## src/rtl/core/fad_pkg.sv

```systemverilog
// ----------------------------------------------------------------------------
// fad_pkg: shared types and constants of the field adaptive deinterlacer
// Holds the sample width, register indexes, depth limits, the configuration
// groups and the work entry passed from the front end to the back end.
// ----------------------------------------------------------------------------
package fad_pkg;

  // Sample and register widths.
  localparam int PIX_W  = 12;
  localparam int CFG_W  = 12;
  localparam int IDX_W  = 3;
  localparam int DEPTH_W = 4;

  // Configuration register indexes.
  localparam logic [IDX_W-1:0] REG_LINE_WIDTH      = 3'd0;
  localparam logic [IDX_W-1:0] REG_LINE_COUNT      = 3'd1;
  localparam logic [IDX_W-1:0] REG_TOP_FIELD_FIRST = 3'd2;
  localparam logic [IDX_W-1:0] REG_PIXEL_BITS      = 3'd3;
  localparam logic [IDX_W-1:0] REG_TEMPORAL_ENABLE = 3'd4;

  // Reset values of the configuration registers.
  localparam logic [CFG_W-1:0]   RST_LINE_WIDTH = 12'd720;
  localparam logic [CFG_W-1:0]   RST_LINE_COUNT = 12'd480;
  localparam logic [DEPTH_W-1:0] RST_PIXEL_BITS = 4'd8;

  // Sample depth codes and the largest sample of each depth.
  localparam logic [DEPTH_W-1:0] DEPTH_8  = 4'd8;
  localparam logic [DEPTH_W-1:0] DEPTH_10 = 4'd10;
  localparam logic [PIX_W-1:0]   PIX_MAX_8  = 12'd255;
  localparam logic [PIX_W-1:0]   PIX_MAX_10 = 12'd1023;
  localparam logic [PIX_W-1:0]   PIX_MAX_12 = 12'd4095;

  // Depth of the queue between front and back end.
  localparam int QUEUE_DEPTH = 4;
  localparam int QPTR_W      = $clog2(QUEUE_DEPTH);

  // Geometry settings seen by the front end.
  typedef struct packed {
    logic [CFG_W-1:0] line_width;
    logic [CFG_W-1:0] line_count;
    logic             top_field_first;
  } front_cfg_t;

  // Arithmetic settings seen by the back end.
  typedef struct packed {
    logic [DEPTH_W-1:0] pixel_bits;
    logic               temporal_enable;
  } back_cfg_t;

  // One classified input: up to two output samples with their operands.
  // Result A is the delayed line, result B the last line itself.
  typedef struct packed {
    logic             has_a;
    logic             has_b;
    logic             keep_a;
    logic             keep_b;
    logic             eof_b;
    logic [PIX_W-1:0] above_a;
    logic [PIX_W-1:0] center_a;
    logic [PIX_W-1:0] prv_a;
    logic [PIX_W-1:0] nxt_a;
    logic [PIX_W-1:0] cur;
    logic [PIX_W-1:0] above_b;
    logic [PIX_W-1:0] prv_b;
    logic [PIX_W-1:0] nxt_b;
  } work_t;

endpackage

```

## src/rtl/core/fad_back.sv

```systemverilog
// ----------------------------------------------------------------------------
// fad_back: interpolation and output register
// Turns each work entry into one or two output samples: copy, spatial or
// temporal average, clamped to the sample depth.
// ----------------------------------------------------------------------------
module fad_back (
  input  logic                      clk,
  input  logic                      rst,
  input  fad_pkg::back_cfg_t        cfg,
  input  logic                      q_empty,
  input  fad_pkg::work_t            q_head,
  output logic                      q_pop,
  output logic                      out_valid,
  input  logic                      out_stall,
  output logic [fad_pkg::PIX_W-1:0] out_pixel,
  output logic                      last_of_run,
  output logic                      end_of_frame
);
  import fad_pkg::*;

  logic             phase;
  logic             load;
  logic             emit_a;
  logic [PIX_W-1:0] mx;
  logic [PIX_W-1:0] pix_a;
  logic [PIX_W-1:0] pix_b;

  // One output sample from its neighbors and frame samples.
  function automatic logic [PIX_W-1:0] make_pixel(
    input logic             keep,
    input logic             temporal,
    input logic [PIX_W-1:0] above,
    input logic [PIX_W-1:0] below,
    input logic [PIX_W-1:0] center,
    input logic [PIX_W-1:0] prv,
    input logic [PIX_W-1:0] nxt,
    input logic [PIX_W-1:0] limit
  );
    logic [PIX_W:0]   sp_sum;
    logic [PIX_W:0]   tm_sum;
    logic [PIX_W-1:0] sp;
    logic [PIX_W-1:0] tm;
    logic [PIX_W-1:0] dsp;
    logic [PIX_W-1:0] dtm;
    logic [PIX_W-1:0] v;
    sp_sum = {1'b0, above} + {1'b0, below} + (PIX_W+1)'(1);
    tm_sum = {1'b0, prv} + {1'b0, nxt} + (PIX_W+1)'(1);
    sp     = sp_sum[PIX_W:1];
    tm     = tm_sum[PIX_W:1];
    dsp    = (sp >= center) ? sp - center : center - sp;
    dtm    = (tm >= center) ? tm - center : center - tm;
    if (keep) begin
      v = center;
    end else if (temporal && (dsp > dtm)) begin
      v = tm;
    end else begin
      v = sp;
    end
    return (v > limit) ? limit : v;
  endfunction

  // Largest sample of the configured depth.
  always_comb begin
    unique case (cfg.pixel_bits)
      DEPTH_8:  mx = PIX_MAX_8;
      DEPTH_10: mx = PIX_MAX_10;
      default:  mx = PIX_MAX_12;
    endcase
  end

  assign pix_a = make_pixel(q_head.keep_a, cfg.temporal_enable, q_head.above_a, q_head.cur,
                            q_head.center_a, q_head.prv_a, q_head.nxt_a, mx);
  assign pix_b = make_pixel(q_head.keep_b, cfg.temporal_enable, q_head.above_b, q_head.cur,
                            q_head.cur, q_head.prv_b, q_head.nxt_b, mx);

  // The delayed line goes first; the entry retires after its last sample.
  assign load   = !out_valid || !out_stall;
  assign emit_a = q_head.has_a && !phase;
  assign q_pop  = load && !q_empty && !(emit_a && q_head.has_b);

  // Control: output valid and the second-sample phase.
  always_ff @(posedge clk) begin
    if (rst) begin
      out_valid <= 1'b0;
      phase     <= 1'b0;
    end else if (load) begin
      out_valid <= !q_empty;
      if (!q_empty) begin
        phase <= emit_a && q_head.has_b;
      end
    end
  end

  // Output payload register.
  always_ff @(posedge clk) begin
    if (load && !q_empty) begin
      if (emit_a) begin
        out_pixel    <= pix_a;
        last_of_run  <= !q_head.has_b;
        end_of_frame <= 1'b0;
      end else begin
        out_pixel    <= pix_b;
        last_of_run  <= 1'b1;
        end_of_frame <= q_head.eof_b;
      end
    end
  end

endmodule
```

## config.mk

```make
export PLATFORM = sky130hd
export DESIGN_NAME = fad_back
export DESIGN_NICKNAME = d
export VERILOG_FILES = /design/src/rtl/core/fad_pkg.sv /design/src/rtl/core/fad_back.sv
export SDC_FILE = /design/constraint.sdc
export NUM_CORES = 1
export LEC_CHECK = 0
export BUFFER_PORTS_ARGS = -buffer_cell sky130_fd_sc_hd__buf_2
export CAP_MARGIN = 20
export CORE_ASPECT_RATIO = 1.2
export CORE_MARGIN = 2
export CORE_UTILIZATION = 65
export CTS_CLUSTER_DIAMETER = 120
export CTS_CLUSTER_SIZE = 40
export DETAILED_ROUTE_END_ITERATION = 10
export PLACE_DENSITY = 0.89
export SLEW_MARGIN = 20
export SYNTH_ARGS = -nofsm -noshare
export SYNTH_HDL_FRONTEND = slang
export SYNTH_SLANG_ARGS = --single-unit
```

## constraint.sdc

```tcl
create_clock -name clk -period 25.5 [get_ports clk]
set_input_delay 5.1 -clock clk [delete_from_list [all_inputs] [get_ports clk]]
set_output_delay 5.1 -clock clk [all_outputs]
set_load 0.005 [all_outputs]
```

==> results.json <==
{
  "status": "complete, no violations",
  "grt_pass1_vias": 8591,
  "via_count": 8894,
  "antenna_found_initial": 1,
  "core_area_mm2": 0.0126,
  "p_int_uw": 272,
  "cp_max_fo": 17,
  "grt_util_all_layers_pct": 36.6,
  "io_buffers": 125,
  "maxCapViolCount": 0,
  "yosys.area.top_type": "ha_1",
  "synthFlopType": "edfxtp_1",
  "wl_um": 25800,
  "die_x_um": 107,
  "final_antenna_net_count": 0,
  "finalHoldViolCount": 0,
  "synth_compound_area_share_pct": 29.9,
  "ys_seq_area_share_pct": 5.54,
  "synth_area_mm2": 0.00832,
  "worst_pin_slew_ns": 0.918,
  "hold_class": "flop to flop",
  "drtIter0Drc": 771,
  "p_total_uw": 589,
  "p_leak_nw": 4.62,
  "grt_first_pass_wirelength_um": 40700,
  "synth_edf_count": 14,
  "ys_ff_latch": 16,
  "dieArea_mm2": 0.0137,
  "fin_area_mm2": 0.00916,
  "synth_cells": 1084,
  "fin_crit_sh_pct": 53.3,
  "rsz0062_at_grt": "false",
  "critical_path.max_stage_delay_ns": 0.55,
  "drive_gt1_share_pct": 13.8,
  "post_cts_buffers": 0,
  "nFillCells": 1069,
  "dp_hpwl_um": 21700,
  "endpoint_kind": "flop",
  "syn_to_final_growth_pct": 10.2,
  "fin_ws_ns": 11.92,
  "powerDensity_mw_per_mm2": 64.3,
  "syn_nets": 1378,
  "htree_levels": 1,
  "tns_ns": 0,
  "cpMostUsedCell": "ha_1",
  "synth.area.mux_share_pct": 5.45,
  "cts_buffers": 3,
  "synth-simple-area-share_pct": 17.6,
  "dp_slack_ns": 11.95,
  "fmax_mhz": 73.6,
  "ctsResizeCount": 0,
  "synth_xor_area_share_pct": 6.95,
  "grt_max_degree": 23,
  "final.min_clock_period_ns": 13.58,
  "clock_latency_ns": 0.25,
  "start_util_pct": 66.2,
  "viasPerCell": 6.55,
  "async_flop_share_pct": 0,
  "synth_top_family_by_area": "compound AO/OA/AOI/OAI gates",
  "setup-violations-final": 0,
  "clkPwrFrac_pct": 5.7,
  "drt_first_pass_iters": 6,
  "num_rows": 45,
  "grt_overflow": 0,
  "relSlewSlack_pct": 38.0,
  "cp.required_ns": 25.49,
  "cpMaxStageDelayCell": "o31ai_1",
  "clock_sinks": 16,
  "synth_top_area_share_pct": 25.9,
  "die_y_um": 128,
  "swShare_pct": 53.9,
  "path_class": "input port to flop",
  "dpl-instance-area_mm2": 0.00907,
  "finalNetCount": 1489,
  "slew_viol_final": 0,
  "p_sw_uw": 318,
  "place.gp.congestion": 1.03,
  "synth_common_cells": "ha_1 (172), inv_1 (98), a21oi_1 (83), o21ai_0 (68), nand2_1 (67)",
  "cts_tree": "done",
  "p_comb_share_pct": 88.2,
  "p_seq_share_pct": 6.1,
  "synth.most_common_cell": "ha_1",
  "peakVddDrop_v": 0.0000559,
  "wl_per_cell_um": 19.0,
  "clk_pin_slew_worst_paths_ns": 0.05,
  "yosysUniqueCellTypes": 78,
  "clockRootBuffer": "clkbuf_16",
  "cts.path.max_buffers": 2,
  "avgSynthCellArea_um2": 7.67,
  "ctsHoldBuffers": 0,
  "netlist_top_cells_area": "ha_1 (26%), edfxtp_1 (5.1%), a21oi_1 (5.0%), inv_1 (4.4%), mux2i_1 (4.3%)",
  "yosysWarnings": 0,
  "synthAdderAreaFrac_pct": 28.8,
  "insertedDiodeCount": 0,
  "critPathArrivalTime_ns": 13.58,
  "fin_skew_ns": 0.00546,
  "ios": 126,
  "start_kind": "input port",
  "remaining_drc_errors": 0
}
[critical path: cells and delay by family]
kind                     cells  cell delay (ns)
XOR/XNOR                     2             0.46
adder cells (fa/ha/maj)      4             1.41
AND/OR/NAND/NOR              5             0.75
buffers and inverters        3             0.43
AO/OA/AOI/OAI               20             5.46
[area by class of cell]
type	count	area, um^2	area share (%)
Multi-Input combinational cell	945	7380	80.5
Tap cell	164	205	2.24
Inverter	100	375	4.10
Clock buffer	4	88.8	0.970
Sequential cell	16	460	5.03
Timing Repair Buffer	129	656	7.16
[layer usage]
metal  vias up  track usage, %  wire length (um)
met4         0            21.1              1770
li1       4232               -                 -
met1      4108            38.8              9470
met5         -               0                 0
met3       138            4.02              1500
met2       416            68.9             13000
[flip-flops by register name (all words and copies together) (netlist names)]
name,cells
out_valid,1
out_pixel,12
end_of_frame,1
last_of_run,1
phase,1
[through the flow]
| stage | util [%] | hold WS, ns | cells |
|---|---|---|---|
| after floorplan | - | 0.453 | 1084 |
| after detailed placement | 72.3 | 0.458 | 1354 |
| after CTS | 73.0 | 0.465 | 1358 |
| after global routing | 73.0 | 0.519 | 1358 |
| final | 73.0 | 0.466 | 1358 |
| after global placement | 72.3 | 0.452 | 1354 |
[cell families (layout without fill, tap and decap cells)]
family          count (synthesis)  count (layout)
flops                          16              16
mux                            44              44
fa+ha+maj                     184             184
buf+inv                       123             233
simple gates                  294             294
xor+xnor                       66              66
compound gates                357             357
[power groups by stage]
| stage | clock network (mW) | logic, mW | registers [mW] |
|---|---|---|---|
| final | 0.0338 | 0.520 | 0.0358 |
| after global routing | 0.0350 | 0.567 | 0.0361 |
| after detailed placement | 0 | 0.501 | 0.0363 |
| after CTS | 0.0332 | 0.505 | 0.0358 |
| after floorplan | 0 | 0.376 | 0.0364 |
| after global placement | 0 | 0.490 | 0.0362 |
[path summary, 6_finish.rpt]
check	from	endpoint	slack, ns	cells past startpoint
hold / removal	out_valid$_SDFFE_PP0N_	out_valid$_SDFFE_PP0N_	0.47	2
hold reg to reg	out_valid$_SDFFE_PP0N_	out_valid$_SDFFE_PP0N_	0.47	2
setup / recovery	q_head[50]	out_pixel[9]$_DFFE_PP_	11.92	34
setup reg to reg	phase$_SDFFE_PP0P_	out_pixel[9]$_DFFE_PP_	22.99	7
[layout by cell type, fill, tap and decap left out, types with 31 or more instances in the layout]
cell     netlist  routed
a21o_1        41      41
mux2i_1       36      36
xor2_1        31      31
buf_2          3     125
a21oi_1       83      83
nand2_1       67      67
inv_1         98      98
nor2_1        64      64
xnor2_1       35      35
o21ai_0       68      67
nor3_1        31      31
ha_1         172     172
(Power assumes the default switching activity.)
