$ cat src/rtl/core/fad_pkg.sv
// ----------------------------------------------------------------------------
// fad_pkg: shared types and constants of the field adaptive deinterlacer
// Holds the sample width, register indexes, depth limits, the configuration
// groups and the work entry passed from the front end to the back end.
// ----------------------------------------------------------------------------
package fad_pkg;

  // Sample and register widths.
  localparam int PIX_W  = 12;
  localparam int CFG_W  = 12;
  localparam int IDX_W  = 3;
  localparam int DEPTH_W = 4;

  // Configuration register indexes.
  localparam logic [IDX_W-1:0] REG_LINE_WIDTH      = 3'd0;
  localparam logic [IDX_W-1:0] REG_LINE_COUNT      = 3'd1;
  localparam logic [IDX_W-1:0] REG_TOP_FIELD_FIRST = 3'd2;
  localparam logic [IDX_W-1:0] REG_PIXEL_BITS      = 3'd3;
  localparam logic [IDX_W-1:0] REG_TEMPORAL_ENABLE = 3'd4;

  // Reset values of the configuration registers.
  localparam logic [CFG_W-1:0]   RST_LINE_WIDTH = 12'd720;
  localparam logic [CFG_W-1:0]   RST_LINE_COUNT = 12'd480;
  localparam logic [DEPTH_W-1:0] RST_PIXEL_BITS = 4'd8;

  // Sample depth codes and the largest sample of each depth.
  localparam logic [DEPTH_W-1:0] DEPTH_8  = 4'd8;
  localparam logic [DEPTH_W-1:0] DEPTH_10 = 4'd10;
  localparam logic [PIX_W-1:0]   PIX_MAX_8  = 12'd255;
  localparam logic [PIX_W-1:0]   PIX_MAX_10 = 12'd1023;
  localparam logic [PIX_W-1:0]   PIX_MAX_12 = 12'd4095;

  // Depth of the queue between front and back end.
  localparam int QUEUE_DEPTH = 4;
  localparam int QPTR_W      = $clog2(QUEUE_DEPTH);

  // Geometry settings seen by the front end.
  typedef struct packed {
    logic [CFG_W-1:0] line_width;
    logic [CFG_W-1:0] line_count;
    logic             top_field_first;
  } front_cfg_t;

  // Arithmetic settings seen by the back end.
  typedef struct packed {
    logic [DEPTH_W-1:0] pixel_bits;
    logic               temporal_enable;
  } back_cfg_t;

  // One classified input: up to two output samples with their operands.
  // Result A is the delayed line, result B the last line itself.
  typedef struct packed {
    logic             has_a;
    logic             has_b;
    logic             keep_a;
    logic             keep_b;
    logic             eof_b;
    logic [PIX_W-1:0] above_a;
    logic [PIX_W-1:0] center_a;
    logic [PIX_W-1:0] prv_a;
    logic [PIX_W-1:0] nxt_a;
    logic [PIX_W-1:0] cur;
    logic [PIX_W-1:0] above_b;
    logic [PIX_W-1:0] prv_b;
    logic [PIX_W-1:0] nxt_b;
  } work_t;

endpackage

$ cat src/rtl/core/fad_queue.sv
// ----------------------------------------------------------------------------
// fad_queue: short work queue
// Small register FIFO that decouples the front end from the back end.
// ----------------------------------------------------------------------------
module fad_queue (
  input  logic           clk,
  input  logic           rst,
  input  logic           push,
  input  fad_pkg::work_t push_entry,
  output logic           full,
  input  logic           pop,
  output logic           empty,
  output fad_pkg::work_t head
);
  import fad_pkg::*;

  work_t             entries [QUEUE_DEPTH];
  logic [QPTR_W-1:0] wr_ptr;
  logic [QPTR_W-1:0] rd_ptr;
  logic [QPTR_W:0]   count;

  assign full  = (count == (QPTR_W+1)'(QUEUE_DEPTH));
  assign empty = (count == '0);
  assign head  = entries[rd_ptr];

  // Pointer and fill tracking.
  always_ff @(posedge clk) begin
    if (rst) begin
      wr_ptr <= '0;
      rd_ptr <= '0;
      count  <= '0;
    end else begin
      if (push) begin
        wr_ptr <= wr_ptr + 1'b1;
      end
      if (pop) begin
        rd_ptr <= rd_ptr + 1'b1;
      end
      if (push && !pop) begin
        count <= count + 1'b1;
      end else if (pop && !push) begin
        count <= count - 1'b1;
      end
    end
  end

  // Entry storage.
  always_ff @(posedge clk) begin
    if (push) begin
      entries[wr_ptr] <= push_entry;
    end
  end

endmodule

$ cat config.mk
export PLATFORM = sky130hd
export DESIGN_NAME = fad_queue
export DESIGN_NICKNAME = d
export VERILOG_FILES = /design/src/rtl/core/fad_pkg.sv /design/src/rtl/core/fad_queue.sv
export SDC_FILE = /design/constraint.sdc
export NUM_CORES = 1
export LEC_CHECK = 0
export ABC_AREA = 1
export BUFFER_PORTS_ARGS = -buffer_cell sky130_fd_sc_hd__buf_2
export CORE_MARGIN = 2
export CORE_UTILIZATION = 52
export CTS_CLUSTER_DIAMETER = 150
export DETAILED_ROUTE_END_ITERATION = 16
export GPL_ROUTABILITY_DRIVEN = 1
export PLACE_DENSITY_LB_ADDON = 0.3
export SYNTH_ARGS = -nofsm -noshare
export SYNTH_HDL_FRONTEND = slang
export SYNTH_SLANG_ARGS = --single-unit
$ cat constraint.sdc
create_clock -name clk -period 2.8 [get_ports clk]
set_input_delay 0.14 -clock clk [delete_from_list [all_inputs] [get_ports clk]]
set_output_delay 0.14 -clock clk [all_outputs]
set_load 0.005 [all_outputs]
==> results of run 1 <==
## sequential cells by signal (all words and copies together) (netlist names), named ones only
register	count
wr_ptr	2
count	3
entries	404
rd_ptr	2
## metal layers
metal  global-route usage (%)  up-vias  share of wire [%]  routed length [um]
met5                        0        -                  0                   0
met4                     5.06        0                1.8                 602
met3                     3.76       47                5.0                1690
met2                     34.7      232                 49               16500
met1                     27.3     4788                 44               14700
li1                         -     4529                  -                   -
## cells by family (layout without fill, tap and decap cells)
family,Yosys count,after routing,synth area share (%)
AO/OA/AOI/OAI,311,311,13.5
buffers and inverters,83,425,3.64
flip-flops,413,413,75.9
AND/OR/NAND/NOR,221,221,6.39
adder cells (fa/ha/maj),6,6,0.509
other,0,1,0
XOR/XNOR,1,1,0.0540
## placed cells by master, fill, tap and decap left out, types with 12 or more instances in the layout
master	Yosys	layout
clkbuf_16	0	45
buf_2	31	207
buf_4	3	12
dlygate4sd3_1	0	104
o21ai_0	125	125
o22ai_1	21	21
o21ai_1	82	82
nor2_1	128	128
edfxtp_1	404	404
nor2_2	80	80
clkinv_2	0	14
o22ai_2	80	80
## power by group through the flow
stage | Sequential, W | Combinational [W] | Clock [W]
finish | 0.00715 | 0.00140 | 0.00537
global route | 0.00717 | 0.00154 | 0.00572
CTS | 0.00715 | 0.00142 | 0.00544
detailed placement | 0.00728 | 0.00130 | 0
global placement | 0.00728 | 0.00127 | 0
floorplan | 0.00727 | 0.000796 | 0
## per-stage QoR
stage	instances	utilization, %	total power, W	setup WS (ps)	hold slack [ps]
CTS	1773	64.8	0.0140	376	303
floorplan	1035	-	0.00807	236	212
global route	1774	64.8	0.0144	196	335
detailed placement	1592	57.0	0.00858	947	319
global placement	1592	57.0	0.00855	935	314
finish	1774	64.8	0.0139	368	318
## area by class of cell
type | count | area share, %
clock buffer | 53 | 5.87
sequential | 413 | 62.0
tap | 396 | 2.49
antenna | 1 | 0.0126
clock inverter | 24 | 0.875
inverter | 17 | 0.428
multi-input combinational | 539 | 16.7
timing repair buffer | 331 | 11.7
## worst max-delay path: cells and delay by family (launching register included)
family,cells,cell delay [ps]
flops,1,380
buf+inv,2,810
compound gates,2,480
## worst paths after layout
kind	from	end	slack, ps	cells after the start
min reg2reg	rd_ptr[1]	register	440	1
max	register	head[88]	370	4
min	rst	count[0]	320	3
max reg2reg	wr_ptr[0]	entries[2][8]	1080	5
## repair_timing
item                                    in CTS  in global routing
endpoints found under the hold margin      410                  0
endpoints found under the setup margin       0                  0
hold buffers                               104                  0
==> results.json, run 1 <==
{
  "status": "completed",
  "start_util_pct": 52.9,
  "report.final.slew_viol_count": 0,
  "synth_ff_type": "edfxtp_1",
  "gr-total-overflow": 0,
  "routedWlPerCell_um": 18.9,
  "synth_top_area_share_pct": 74.8,
  "ys_top_cells_by_count": "edfxtp_1, nor2_1, o21ai_0",
  "fin_nets": 1455,
  "synthDistinctLibCells": 23,
  "ff_latch_area_sq_um": 12300,
  "die_h_um": 181,
  "htree_num_levels": 2,
  "p_sw_share_pct": 22.6,
  "synth_area_leaders": "edfxtp_1, o22ai_2, o21ai_0",
  "p_int_w": 0.0108,
  "ios": 208,
  "start_kind": "register",
  "synthCells": 1035,
  "grt_max_degree": 133,
  "slowest_stage": "buf_4",
  "drc": 0,
  "postLayoutCellArea_sq_um": 19900,
  "place.gp.congestion": 0.738,
  "core_area_sq_um": 30700,
  "cts_root_buf": "clkbuf_16",
  "max_slew_margin_pct": 41.2,
  "setup_viol": 0,
  "max-vdd-ir-drop_uv": 634,
  "yosys_warnings": 0,
  "crit_arrival_ps": 2290,
  "rsz0062_at_grt": "no",
  "maxCapViolCount": 0,
  "post-cts-setup-buffers": 0,
  "ctsResizeCount": 0,
  "total_leakage_power_nw": 6.97,
  "p_comb_share_pct": 10.1,
  "yosysMostFrequentCell": "edfxtp_1",
  "required_ps": 2660,
  "tightest_slew_ps": 882,
  "synth-async-reset-ratio_pct": 0,
  "min_period_ps": 2430,
  "cts_tree": "yes",
  "p_sw_w": 0.00314,
  "grtUsageTotal_pct": 20.4,
  "num_rows": 64,
  "syn2layout_area_growth_pct": 22.6,
  "p_seq_share_pct": 51.4,
  "drtPass1Iterations": 5,
  "pwr-share-clk_pct": 38.6,
  "cpPeakStageDelay_ps": 650,
  "vias": 9596,
  "critPathCaptureType": "output port",
  "fin_crit_sh_pct": 86.8,
  "hold_violations": 0,
  "placed_area_sq_um": 17500,
  "min_path_type": "in2reg",
  "die_w_um": 181,
  "yosysSeqAreaShare_pct": 75.9,
  "insertion_delay_ps": 530,
  "ys_ff_latch": 413,
  "yosysTopAreaCell": "edfxtp_1",
  "syn-num-nets": 1146,
  "cts_buffers": 42,
  "grt_pass1_wl_um": 52600,
  "drive_gt1_share_pct": 33.4,
  "antenna_found_initial": 1,
  "clock_sinks": 413,
  "power.density_nw_per_um2": 701,
  "grt_pass1_vias": 9885,
  "vias_per_cell": 5.41,
  "hpwl_um": 18000,
  "io_buffers": 207,
  "drt-initial-drc-count": 622,
  "crit_chain": "buf_4 > o21ai_0 > o22ai_1 > buf_2",
  "routed_wirelength_um": 33500,
  "multi_input_area_sq_um": 3310,
  "synth_area_sq_um": 16200,
  "fin_tns_setup_ps": 0,
  "synth_edf_count": 404,
  "skew_ps": 11.8,
  "cp_max_fo": 70,
  "worstSetupPathType": "reg2out",
  "max_freq_mhz": 411,
  "ctsLongestPathBuffers": 3,
  "die_area_sq_um": 32600,
  "num-fill-cells": 2224,
  "ant_nets": 0,
  "clk_pin_slew_ps": 60,
  "syn_area_per_cell_sq_um": 15.7
}
No activity file was read; power rests on OpenSTA's default activity.
==> inputs of run 2 (changes only) <==
- CORE_UTILIZATION: 52 -> 62
- clock period: 2.8 -> 2.84 ns (I/O delays scaled with it)
==> results.json, run 2 (synthesized netlist as in run 1, its figures left out) <==
{
  "status": "completed",
  "mostFrequentLayoutCells": "edfxtp_1, buf_2, nor2_1",
  "stdcell_count": 1708,
  "drc": 0,
  "largest-register": "entries",
  "grtUsageTotal_pct": 24.8,
  "fin_tns_setup_ps": 0,
  "grt_pass1_vias": 10100,
  "power.density_nw_per_um2": 691,
  "reg_top3": "entries x404, count x3",
  "layout_commonest_cell": "edfxtp_1",
  "num_rows": 59,
  "cts_root_buf": "clkbuf_16",
  "routedWlPerCell_um": 20.0,
  "clock_sinks": 413,
  "tightest_slew_ps": 835,
  "die_w_um": 166,
  "power_w": 0.0137,
  "cts_buffers": 40,
  "start_util_pct": 62.8,
  "min_period_ps": 2580,
  "die_h_um": 166,
  "grt_max_degree": 149,
  "die_area_sq_um": 27500,
  "ant_nets": 0,
  "drive_gt1_share_pct": 33.3,
  "htree_num_levels": 2,
  "largest_reg_flops": 404,
  "dp_worst_setup_slack_ps": 785,
  "ctsResizeCount": 0,
  "placedCellCount": 1531,
  "routed_wirelength_um": 34200,
  "drtPass1Iterations": 5,
  "critPathCaptureType": "output port",
  "fin_ws_ps": 255,
  "rsz0062_at_grt": "no",
  "insertion_delay_ps": 520,
  "worstSetupPathType": "reg2out",
  "crit_arrival_ps": 2440,
  "cts_tree": "yes",
  "antenna_found_initial": 2,
  "hold_violations": 0,
  "fin_crit_sh_pct": 91.0,
  "p_seq_share_pct": 51.6,
  "io_buffers": 207,
  "min_path_type": "in2reg",
  "total_leakage_power_nw": 6.97,
  "max_freq_mhz": 387,
  "clk_pin_slew_ps": 60,
  "p_int_w": 0.0106,
  "skew_ps": 6.68,
  "ff_latch_area_sq_um": 12300,
  "max_slew_margin_pct": 44.3,
  "required_ps": 2700,
  "gr-total-overflow": 0,
  "pwr-share-clk_pct": 38.2,
  "maxCapViolCount": 0,
  "start_kind": "register",
  "ios": 208,
  "p_sw_w": 0.00307,
  "max-vdd-ir-drop_uv": 617,
  "grt_pass1_wl_um": 53600,
  "syn2layout_area_growth_pct": 22.2,
  "num-fill-cells": 1479,
  "fin_nets": 1453,
  "cp_max_fo": 62,
  "p_comb_share_pct": 10.2,
  "setup_viol": 0,
  "drt-initial-drc-count": 847,
  "vias_per_cell": 5.79,
  "p_sw_share_pct": 22.4,
  "ctsLongestPathBuffers": 3,
  "hpwl_um": 17900,
  "core_area_sq_um": 25800,
  "multi_input_area_sq_um": 3310,
  "report.final.slew_viol_count": 0,
  "vias": 9885,
  "place.gp.congestion": 0.766
}
## run 2: cell types whose count changed in the layout (fill, tap and decap cells not counted), sizes merged
| cell | delta |
|---|---|
| inv | +2 |
| bufinv | +2 |
| clkinvlp | -2 |
| clkinv | -2 |
| diode | +1 |
| clkbuf | -6 |
## run 2: per-layer routing
layer | global-route usage [%] | vias up | routed length (um)
li1 | - | 4527 | -
met1 | 32.9 | 4856 | 13500
met2 | 42.3 | 430 | 17400
met3 | 4.16 | 72 | 2420
met4 | 8.20 | 0 | 904
met5 | 0 | - | 0
## run 2: timing repair
action / 4_1_cts / 5_1_grt
endpoints found under the hold margin: 413 / 0
hold buffers: 104 / 0
setup buffers: 0 / 0
## run 2: critical path: stages, from the launching register on
cell and delay, ps:
dfxtp_4 570, clkinv_2 120, buf_4 580, o21ai_0 190, o22ai_1 270, buf_2 180
## run 2: power by group through the flow
stage / clock network (W) / logic [W] / registers [W]
5_1_grt: 0.00556 / 0.00152 / 0.00708
4_1_cts: 0.00528 / 0.00139 / 0.00706
3_3_place_gp: 0 / 0.00124 / 0.00718
3_5_place_dp: 0 / 0.00127 / 0.00719
6_report: 0.00523 / 0.00140 / 0.00706
2_1_floorplan: 0 / 0.000785 / 0.00717
## run 2: final timing paths
check	cells past startpoint	from	slack, ps	endpoint
worst max-delay path	5	register	260	head[89]
worst min-delay path	3	rst	340	count[0]
worst max register to register	4	wr_ptr[0]	920	entries[3][44]
worst min register to register	1	rd_ptr[1]	450	register
## run 2: cell type report
class / instances / area share, %
Sequential cell: 413 / 62.2
Multi-Input combinational cell: 539 / 16.7
Timing Repair Buffer: 331 / 11.9
Clock buffer: 47 / 5.45
Tap cell: 335 / 2.12
Clock inverter: 24 / 1.13
Inverter: 17 / 0.430
Antenna cell: 2 / 0.0253
## run 2: per-stage QoR
stage                     cell area, sq um  hold WS (ps)  util [%]
after global placement               17500           316      67.6
after global routing                 19800           347      76.7
after detailed placement             17500           318      67.6
after CTS                            19800           306      76.6
final                                19800           343      76.7
after floorplan                      16200           214         -
